## config.mk

```make
export PLATFORM = sky130hd
export DESIGN_NAME = rgb_ycbcr_color_converter_flat
export DESIGN_NICKNAME = d
export VERILOG_FILES = /design/src/design/rycc_pkg.sv /design/src/design/rycc_if.sv /design/src/design/rgb_ycbcr_color_converter.sv /design/src/flat_wrapper.sv
export SDC_FILE = /design/constraint.sdc
export NUM_CORES = 2
export LEC_CHECK = 0
export BUFFER_PORTS_ARGS = -buffer_cell sky130_fd_sc_hd__buf_2
export CELL_PAD_IN_SITES_DETAIL_PLACEMENT = 0
export CELL_PAD_IN_SITES_GLOBAL_PLACEMENT = 1
export CORE_AREA = 2 2 281 283
export DETAILED_ROUTE_END_ITERATION = 10
export DIE_AREA = 0 0 283 285
export PLACE_DENSITY_LB_ADDON = 0.1
export SETUP_SLACK_MARGIN = 0.15
export SYNTH_ARGS = -nofsm -noshare
export SYNTH_HDL_FRONTEND = slang
export SYNTH_SLANG_ARGS = --single-unit
```

## constraint.sdc

```tcl
create_clock -name clk -period 7.6 [get_ports clk]
set_input_delay 0.76 -clock clk [delete_from_list [all_inputs] [get_ports clk]]
set_output_delay 0.76 -clock clk [all_outputs]
set_load 0.01 [all_outputs]
```

## src/design/rycc_pkg.sv

```systemverilog
// ----------------------------------------------------------------------------
// rycc_pkg - shared types and constants for the RGB / YCbCr converter
// Holds the pixel type and the Q2.14 coefficient tables for both directions.
// ----------------------------------------------------------------------------
package rycc_pkg;

	localparam int PIX_W   = 8;
	localparam int COEF_W  = 16;
	localparam int OPND_W  = PIX_W + 1;
	localparam int PROD_W  = OPND_W + COEF_W;
	localparam int SUM_W   = PROD_W + 2;
	localparam int FRAC_W  = 14;
	localparam int NCH     = 3;

	typedef logic [PIX_W-1:0]         pix_t;
	typedef logic signed [COEF_W-1:0] coef_t;
	typedef logic signed [OPND_W-1:0] opnd_t;
	typedef logic signed [PROD_W-1:0] prod_t;
	typedef logic signed [SUM_W-1:0]  sum_t;

	localparam logic DIR_FWD = 1'b0;
	localparam logic DIR_INV = 1'b1;

	localparam logic signed [OPND_W-1:0] CHROMA_OFS = 9'sd128;
	localparam logic [FRAC_W-1:0]        ROUND_HALF = 14'd8192;

	// [direction][output channel][input component]
	localparam coef_t COEF [2][NCH][NCH] = '{
		'{  '{ 16'sd4899,   16'sd9617,   16'sd1868 },
		    '{-16'sd2764,  -16'sd5428,   16'sd8192 },
		    '{ 16'sd8192,  -16'sd6860,  -16'sd1332 } },
		'{  '{ 16'sd16384,  16'sd0,      16'sd22970 },
		    '{ 16'sd16384, -16'sd5638,  -16'sd11700 },
		    '{ 16'sd16384,  16'sd29032,  16'sd0 } }
	};

endpackage

```

## src/design/rycc_if.sv

```systemverilog
// ----------------------------------------------------------------------------
// rycc_if - pixel stream interfaces
// Valid/ready channels for input pixels and converted pixels.
// ----------------------------------------------------------------------------
interface rycc_in_if;
	logic       valid;
	logic       ready;
	logic [7:0] in_c0;
	logic [7:0] in_c1;
	logic [7:0] in_c2;

	modport source (output valid, output in_c0, output in_c1, output in_c2, input ready);
	modport sink   (input valid, input in_c0, input in_c1, input in_c2, output ready);
endinterface

interface rycc_out_if;
	logic       valid;
	logic       ready;
	logic [7:0] out_c0;
	logic [7:0] out_c1;
	logic [7:0] out_c2;

	modport source (output valid, output out_c0, output out_c1, output out_c2, input ready);
	modport sink   (input valid, input out_c0, input out_c1, input out_c2, output ready);
endinterface

```

## src/design/rgb_ycbcr_color_converter.sv

```systemverilog
// ----------------------------------------------------------------------------
// rgb_ycbcr_color_converter - JFIF full-range RGB <-> YCbCr converter
// Three-stage pipeline: constant products, sums, round/offset/clamp.
// ----------------------------------------------------------------------------
// Usage:
//   in_pix  : sink channel, one pixel (c0, c1, c2) per beat.
//   out_pix : source channel, one converted pixel per input beat, in order.
//   cfg_we / cfg_wdata : writes the direction bit (0 = RGB to YCbCr,
//     1 = YCbCr to RGB). Write only while the pipeline is empty.
// Timing:
//   out_pix.valid rises once the beat has passed the stage 1 and stage 2
//   registers and is held in the stage 3 register.
//   Throughput is one pixel per clock while out_pix is not stalled; the nine
//   multiplies of stage 1 are 9 x 16 bit products, coefficients picked by direction.
// Reset:
//   arst_n clears all valid bits and sets the direction to forward.
// Stall:
//   Each stage holds while its successor is full and stalled; bubbles are
//   squeezed out, so in_pix.ready stays high until all three stages are
//   occupied and out_pix.ready is low. No beat is lost or repeated.
// ----------------------------------------------------------------------------
module rgb_ycbcr_color_converter
	import rycc_pkg::*;
(
	input  logic         clk,
	input  logic         arst_n,
	input  logic         cfg_we,
	input  logic         cfg_wdata,
	rycc_in_if.sink      in_pix,
	rycc_out_if.source   out_pix
);

	logic dir_q;

	logic  v_s1, v_s2, v_s3;
	logic  dir_s1, dir_s2;
	prod_t prod_s1 [NCH][NCH];
	sum_t  sum_s2  [NCH];
	pix_t  res_s3  [NCH];

	logic adv1, adv2, adv3;

	assign adv3 = !v_s3 || out_pix.ready;
	assign adv2 = !v_s2 || adv3;
	assign adv1 = !v_s1 || adv2;

	assign in_pix.ready = adv1;

	always_ff @(posedge clk or negedge arst_n) begin
		if (!arst_n) begin
			dir_q <= DIR_FWD;
		end else if (cfg_we) begin
			dir_q <= cfg_wdata;
		end
	end

	// stage 1 operands: chroma is recentered in inverse mode
	opnd_t opnd [NCH];
	prod_t prod [NCH][NCH];

	always_comb begin
		opnd[0] = $signed({1'b0, in_pix.in_c0});
		opnd[1] = $signed({1'b0, in_pix.in_c1});
		opnd[2] = $signed({1'b0, in_pix.in_c2});
		if (dir_q == DIR_INV) begin
			opnd[1] = opnd[1] - CHROMA_OFS;
			opnd[2] = opnd[2] - CHROMA_OFS;
		end
		for (int ch = 0; ch < NCH; ch++) begin
			for (int k = 0; k < NCH; k++) begin
				prod[ch][k] = prod_t'(opnd[k]) * prod_t'(COEF[dir_q][ch][k]);
			end
		end
	end

	always_ff @(posedge clk or negedge arst_n) begin
		if (!arst_n) begin
			v_s1 <= 1'b0;
			v_s2 <= 1'b0;
			v_s3 <= 1'b0;
		end else begin
			if (adv1) v_s1 <= in_pix.valid;
			if (adv2) v_s2 <= v_s1;
			if (adv3) v_s3 <= v_s2;
		end
	end

	always_ff @(posedge clk) begin
		if (adv1) begin
			dir_s1  <= dir_q;
			prod_s1 <= prod;
		end
	end

	always_ff @(posedge clk) begin
		if (adv2) begin
			dir_s2 <= dir_s1;
			for (int ch = 0; ch < NCH; ch++) begin
				sum_s2[ch] <= SUM_W'(prod_s1[ch][0]) + SUM_W'(prod_s1[ch][1])
				              + SUM_W'(prod_s1[ch][2]);
			end
		end
	end

	// stage 3: round half away from zero, add chroma offset (forward mode only), saturate
	localparam int Q_W = SUM_W - FRAC_W;

	logic [SUM_W-1:0]     mag   [NCH];
	logic [SUM_W-1:0]     rnd   [NCH];
	logic signed [Q_W+1:0] qv   [NCH];
	pix_t                 clamp [NCH];

	always_comb begin
		for (int ch = 0; ch < NCH; ch++) begin
			mag[ch] = sum_s2[ch][SUM_W-1] ? SUM_W'(-sum_s2[ch]) : SUM_W'(sum_s2[ch]);
			rnd[ch] = (mag[ch] + SUM_W'(ROUND_HALF)) >> FRAC_W;
			qv[ch]  = $signed({2'b00, rnd[ch][Q_W-1:0]});
			if (sum_s2[ch][SUM_W-1]) qv[ch] = -qv[ch];
			if (dir_s2 == DIR_FWD && ch != 0) qv[ch] = qv[ch] + (Q_W+2)'(CHROMA_OFS);
			if (qv[ch] < 0) begin
				clamp[ch] = '0;
			end else if (qv[ch] > (Q_W+2)'(255)) begin
				clamp[ch] = '1;
			end else begin
				clamp[ch] = qv[ch][PIX_W-1:0];
			end
		end
	end

	always_ff @(posedge clk) begin
		if (adv3) begin
			res_s3 <= clamp;
		end
	end

	assign out_pix.valid  = v_s3;
	assign out_pix.out_c0 = res_s3[0];
	assign out_pix.out_c1 = res_s3[1];
	assign out_pix.out_c2 = res_s3[2];

endmodule

```

## src/flat_wrapper.sv

```systemverilog
// flat-port wrapper written by rule: the top's interface ports become plain ports
module rgb_ycbcr_color_converter_flat import rycc_pkg::*;
  (clk, arst_n, cfg_we, cfg_wdata, in_pix_valid, in_pix_in_c0, in_pix_in_c1, in_pix_in_c2, in_pix_ready, out_pix_valid, out_pix_out_c0, out_pix_out_c1, out_pix_out_c2, out_pix_ready);
  rycc_in_if in_pix_i ();
  rycc_out_if out_pix_i ();
  input  logic clk;
  input  logic arst_n;
  input  logic cfg_we;
  input  logic cfg_wdata;
  input wire logic [$bits(in_pix_i.valid)-1:0] in_pix_valid;
  input wire logic [$bits(in_pix_i.in_c0)-1:0] in_pix_in_c0;
  input wire logic [$bits(in_pix_i.in_c1)-1:0] in_pix_in_c1;
  input wire logic [$bits(in_pix_i.in_c2)-1:0] in_pix_in_c2;
  output wire logic [$bits(in_pix_i.ready)-1:0] in_pix_ready;
  output wire logic [$bits(out_pix_i.valid)-1:0] out_pix_valid;
  output wire logic [$bits(out_pix_i.out_c0)-1:0] out_pix_out_c0;
  output wire logic [$bits(out_pix_i.out_c1)-1:0] out_pix_out_c1;
  output wire logic [$bits(out_pix_i.out_c2)-1:0] out_pix_out_c2;
  input wire logic [$bits(out_pix_i.ready)-1:0] out_pix_ready;
  assign in_pix_i.valid = in_pix_valid;
  assign in_pix_i.in_c0 = in_pix_in_c0;
  assign in_pix_i.in_c1 = in_pix_in_c1;
  assign in_pix_i.in_c2 = in_pix_in_c2;
  assign in_pix_ready = in_pix_i.ready;
  assign out_pix_valid = out_pix_i.valid;
  assign out_pix_out_c0 = out_pix_i.out_c0;
  assign out_pix_out_c1 = out_pix_i.out_c1;
  assign out_pix_out_c2 = out_pix_i.out_c2;
  assign out_pix_i.ready = out_pix_ready;
  rgb_ycbcr_color_converter u_core (.clk(clk), .arst_n(arst_n), .cfg_we(cfg_we), .cfg_wdata(cfg_wdata), .in_pix(in_pix_i), .out_pix(out_pix_i));
endmodule
```

==> impl_metrics.csv <==
group,metric,value,unit
cts,cts_setup_buffers,0,
cts,cts.clk_slew.worst_paths,0.06,ns
sta,period_minus_slack,6.800,ns
global_routing,antenna_found_initial,9,
placement,gp_congestion,0.9048,
placement,dp_hpwl,80510,microns
cts,ctsHoldBuffers,0,
synth,ys_seq_area_frac,0.2456,
floorplanning,ios,56,
worst_setup_path,critical_path_class,"reg2reg",
sta,hold_viol,0,
cts,cts_buffers,39,
floorplanning,core-area,77970,sq um
sta,max_slew_margin,0.2742,
global_routing,grt_max_degree,87,
status,status,"finished clean",
synth,async_flop_share,0.01316,
floorplanning,rows,103,
worst_setup_path,setup.worst_path.end_class,"register",
cts,post_cts_resized,0,
final_layout,register_area,9110,sq um
sta,rsz0062_at_grt,"no",
sta,setup_viol,0,
detailed_routing,wl_per_cell,20.30,microns
placement,dpl-instance-area,38860,sq um
synth,syn_area,37090,sq um
global_routing,grt_util_all_layers,0.2385,
global_routing,grt_pass1_vias,25695,
detailed_routing,vias,24704,
cts,clock_latency,0.58,ns
worst_setup_path,crit_fanout,14,
final_layout,postLayoutCellArea,40100,sq um
synth,synth_edf_count,300,
placement,numPortBuffers,55,
final_layout,fin_nets,4650,
cts,cts_buffer_depth,3,
sta,worstMarginPinSlew,1.089,ns
synth,synth_common_cells,"inv_1, ha_1, fa_1",
synth,synthCells,3478,
worst_setup_path,cp-start-kind,"register",
cts,cts_tree,"yes",
synth,ys.flop_type,"edfxtp_1",
synth,post-synth-top-area-fraction,0.2429,
sta,finalCritPeriodShare,0.8947,
detailed_routing,first_pass_iters,5,
synth,yosys.cell_types.count,85,
synth,synth_most_common_cell,"inv_1",
global_routing,grt_pass1_wl,146600,microns
detailed_routing,first_iter_violations,1498,
synth,yosys.area.top_type,"edfxtp_1",
final_layout,fillers,7078,
job,cap_viol_max_count,0,
floorplanning,dieWidth,283,microns
synth,ys_top_cells_by_area,"edfxtp_1, fa_1, ha_1",
sta,timing.fmax,147.1,MHz
floorplanning,start_util,0.4757,
detailed_routing,drt-vias-per-instance,5.300,
detailed_routing,route.detailed.drc,0,
global_routing,grt-ovfl-total,0,
final_layout,syn2layout_area_growth,8.116,%
detailed_routing,routed_wirelength,94610,microns
sta,slew_viol_final,0,
placement,dp_cells,4587,
synth,synth_seq_cells,304,
worst_setup_path,required,7.97,ns
floorplanning,die_y,285,microns
synth,synth_warnings,0,
cts,cts_sinks,304,
floorplanning,die_area,80660,sq um
sta,fin_worst_skew,0.02578,ns
final_layout,fin_cells,4661,
synth,synth.avg_cell_area,10.66,sq um
cts,htreeDepth,2,
final_layout,drive_above_1_share,0.05405,
final_layout,multiInputGateArea,25510,sq um
min_path,hold_path_class,"in2async",
worst_setup_path,critical_path_arrival,7.17,ns
cts,cts_root_buf,"clkbuf_16",
detailed_routing,drt.antenna.violating_nets,0,
==> state kept, by name (all words and copies together), names as in the netlist <==
| signal | count |
|---|---|
| u_core.dir_s2 | 1 |
| u_core.prod_s1 | 196 |
| u_core.sum_s2 | 78 |
| u_core.out_pix.valid | 1 |
| u_core.out_pix.out_c0 | 8 |
| u_core.dir_q | 1 |
| u_core.v_s1 | 1 |
| u_core.v_s2 | 1 |
| u_core.out_pix.out_c2 | 8 |
| u_core.dir_s1 | 1 |
| u_core.out_pix.out_c1 | 8 |
==> final cells by class <==
type / count / area share
clock buffer: 43 / 0.02524
inverter: 618 / 0.05785
multi-input combinational: 2516 / 0.6361
antenna: 3 / 0.0001872
timing repair buffer: 99 / 0.01510
tap: 1050 / 0.03276
clock inverter: 28 / 0.005554
sequential: 304 / 0.2272
==> final timing paths <==
check                                          from                       endpoint  slack, ns  depth (start not counted)
min in group clk            u_core.dir_s1$_DFFE_PP_        u_core.dir_s2$_DFFE_PP_       0.42                          0
max in group asynchronous                    arst_n       u_core.dir_q$_DFFE_PN0P_       7.27                          1
max                        u_core.dir_q$_DFFE_PN0P_  u_core.prod_s1[173]$_DFFE_PP_       0.80                         25
min reg2reg                 u_core.dir_s1$_DFFE_PP_        u_core.dir_s2$_DFFE_PP_       0.42                          0
min                                          arst_n        u_core.v_s2$_DFFE_PN0P_       0.08                          1
max reg2reg                u_core.dir_q$_DFFE_PN0P_  u_core.prod_s1[173]$_DFFE_PP_       0.80                         25
==> through the flow <==
| stage | hold WS [ns] | TNS (ns) | setup WS (ns) | util |
|---|---|---|---|---|
| 2_1_floorplan | 0.4003 | -237.35 | -1.204 | - |
| 3_3_place_gp | 0.4092 | 0 | 0.5742 | 0.4984 |
| 3_5_place_dp | 0.4045 | 0 | 0.5319 | 0.4984 |
| 4_1_cts | 0.05235 | 0 | 0.7674 | 0.5142 |
| 5_1_grt | 0.05923 | 0 | 0.2618 | 0.5143 |
| 6_report | 0.08201 | 0 | 0.7999 | 0.5143 |
==> cells by family (layout without fill, tap and decap cells) <==
| family | Yosys count | in the layout | synth area share |
|---|---|---|---|
| DFF | 304 | 304 | 0.2456 |
| AOI/OAI and AO/OA | 551 | 551 | 0.09523 |
| adders and majority gates | 1044 | 1044 | 0.4391 |
| buffers and inverters | 679 | 788 | 0.06878 |
| other | 2 | 26 | 0.0002025 |
| xor gates and xnor gates | 280 | 280 | 0.06632 |
| muxes | 8 | 8 | 0.002260 |
| and+or+nand+nor | 610 | 610 | 0.08258 |
==> layer usage <==
layer  track usage  up-vias  wire, microns
met5             0        -             37
met4       0.07473        6           3027
met3       0.04152      122           4773
met2        0.3784      422          42600
met1        0.3336    12191          44170
li1              -    11963              -
==> cell usage in the layout, fill, tap and decap left out, types with 55 or more instances in the layout <==
| master | netlist | layout |
|---|---|---|
| a21oi_1 | 185 | 185 |
| buf_2 | 1 | 55 |
| edfxtp_1 | 300 | 300 |
| fa_1 | 430 | 430 |
| ha_1 | 612 | 612 |
| inv_1 | 618 | 618 |
| nand2_1 | 146 | 146 |
| nor2_1 | 153 | 153 |
| nor3_1 | 60 | 60 |
| o21ai_0 | 98 | 98 |
| xnor2_1 | 203 | 203 |
| xor2_1 | 76 | 76 |
==> worst max-delay path, cell delays in order, from the launching register on <==
cell      delay [ns]
dfrtp_2         0.53
inv_1           0.11
buf_4           0.19
nand2_1         0.10
inv_1           0.06
or2_2           0.31
ha_1            0.25
fa_1            0.55
inv_1           0.05
fa_1            0.47
fa_1            0.54
inv_1           0.05
fa_1            0.48
ha_1            0.35
a21oi_1         0.22
o21bai_1        0.09
a21oi_1         0.22
o21bai_1        0.09
a21oi_1         0.24
o21bai_1        0.09
a21oi_1         0.32
o21ai_0         0.24
and4_1          0.27
o31a_1          0.29
o21ai_0         0.20
nor4b_1         0.28
Power is left out: the tool's default activity adds up to more than one toggle a clock period on the data nets, which glitch-free logic cannot reach.
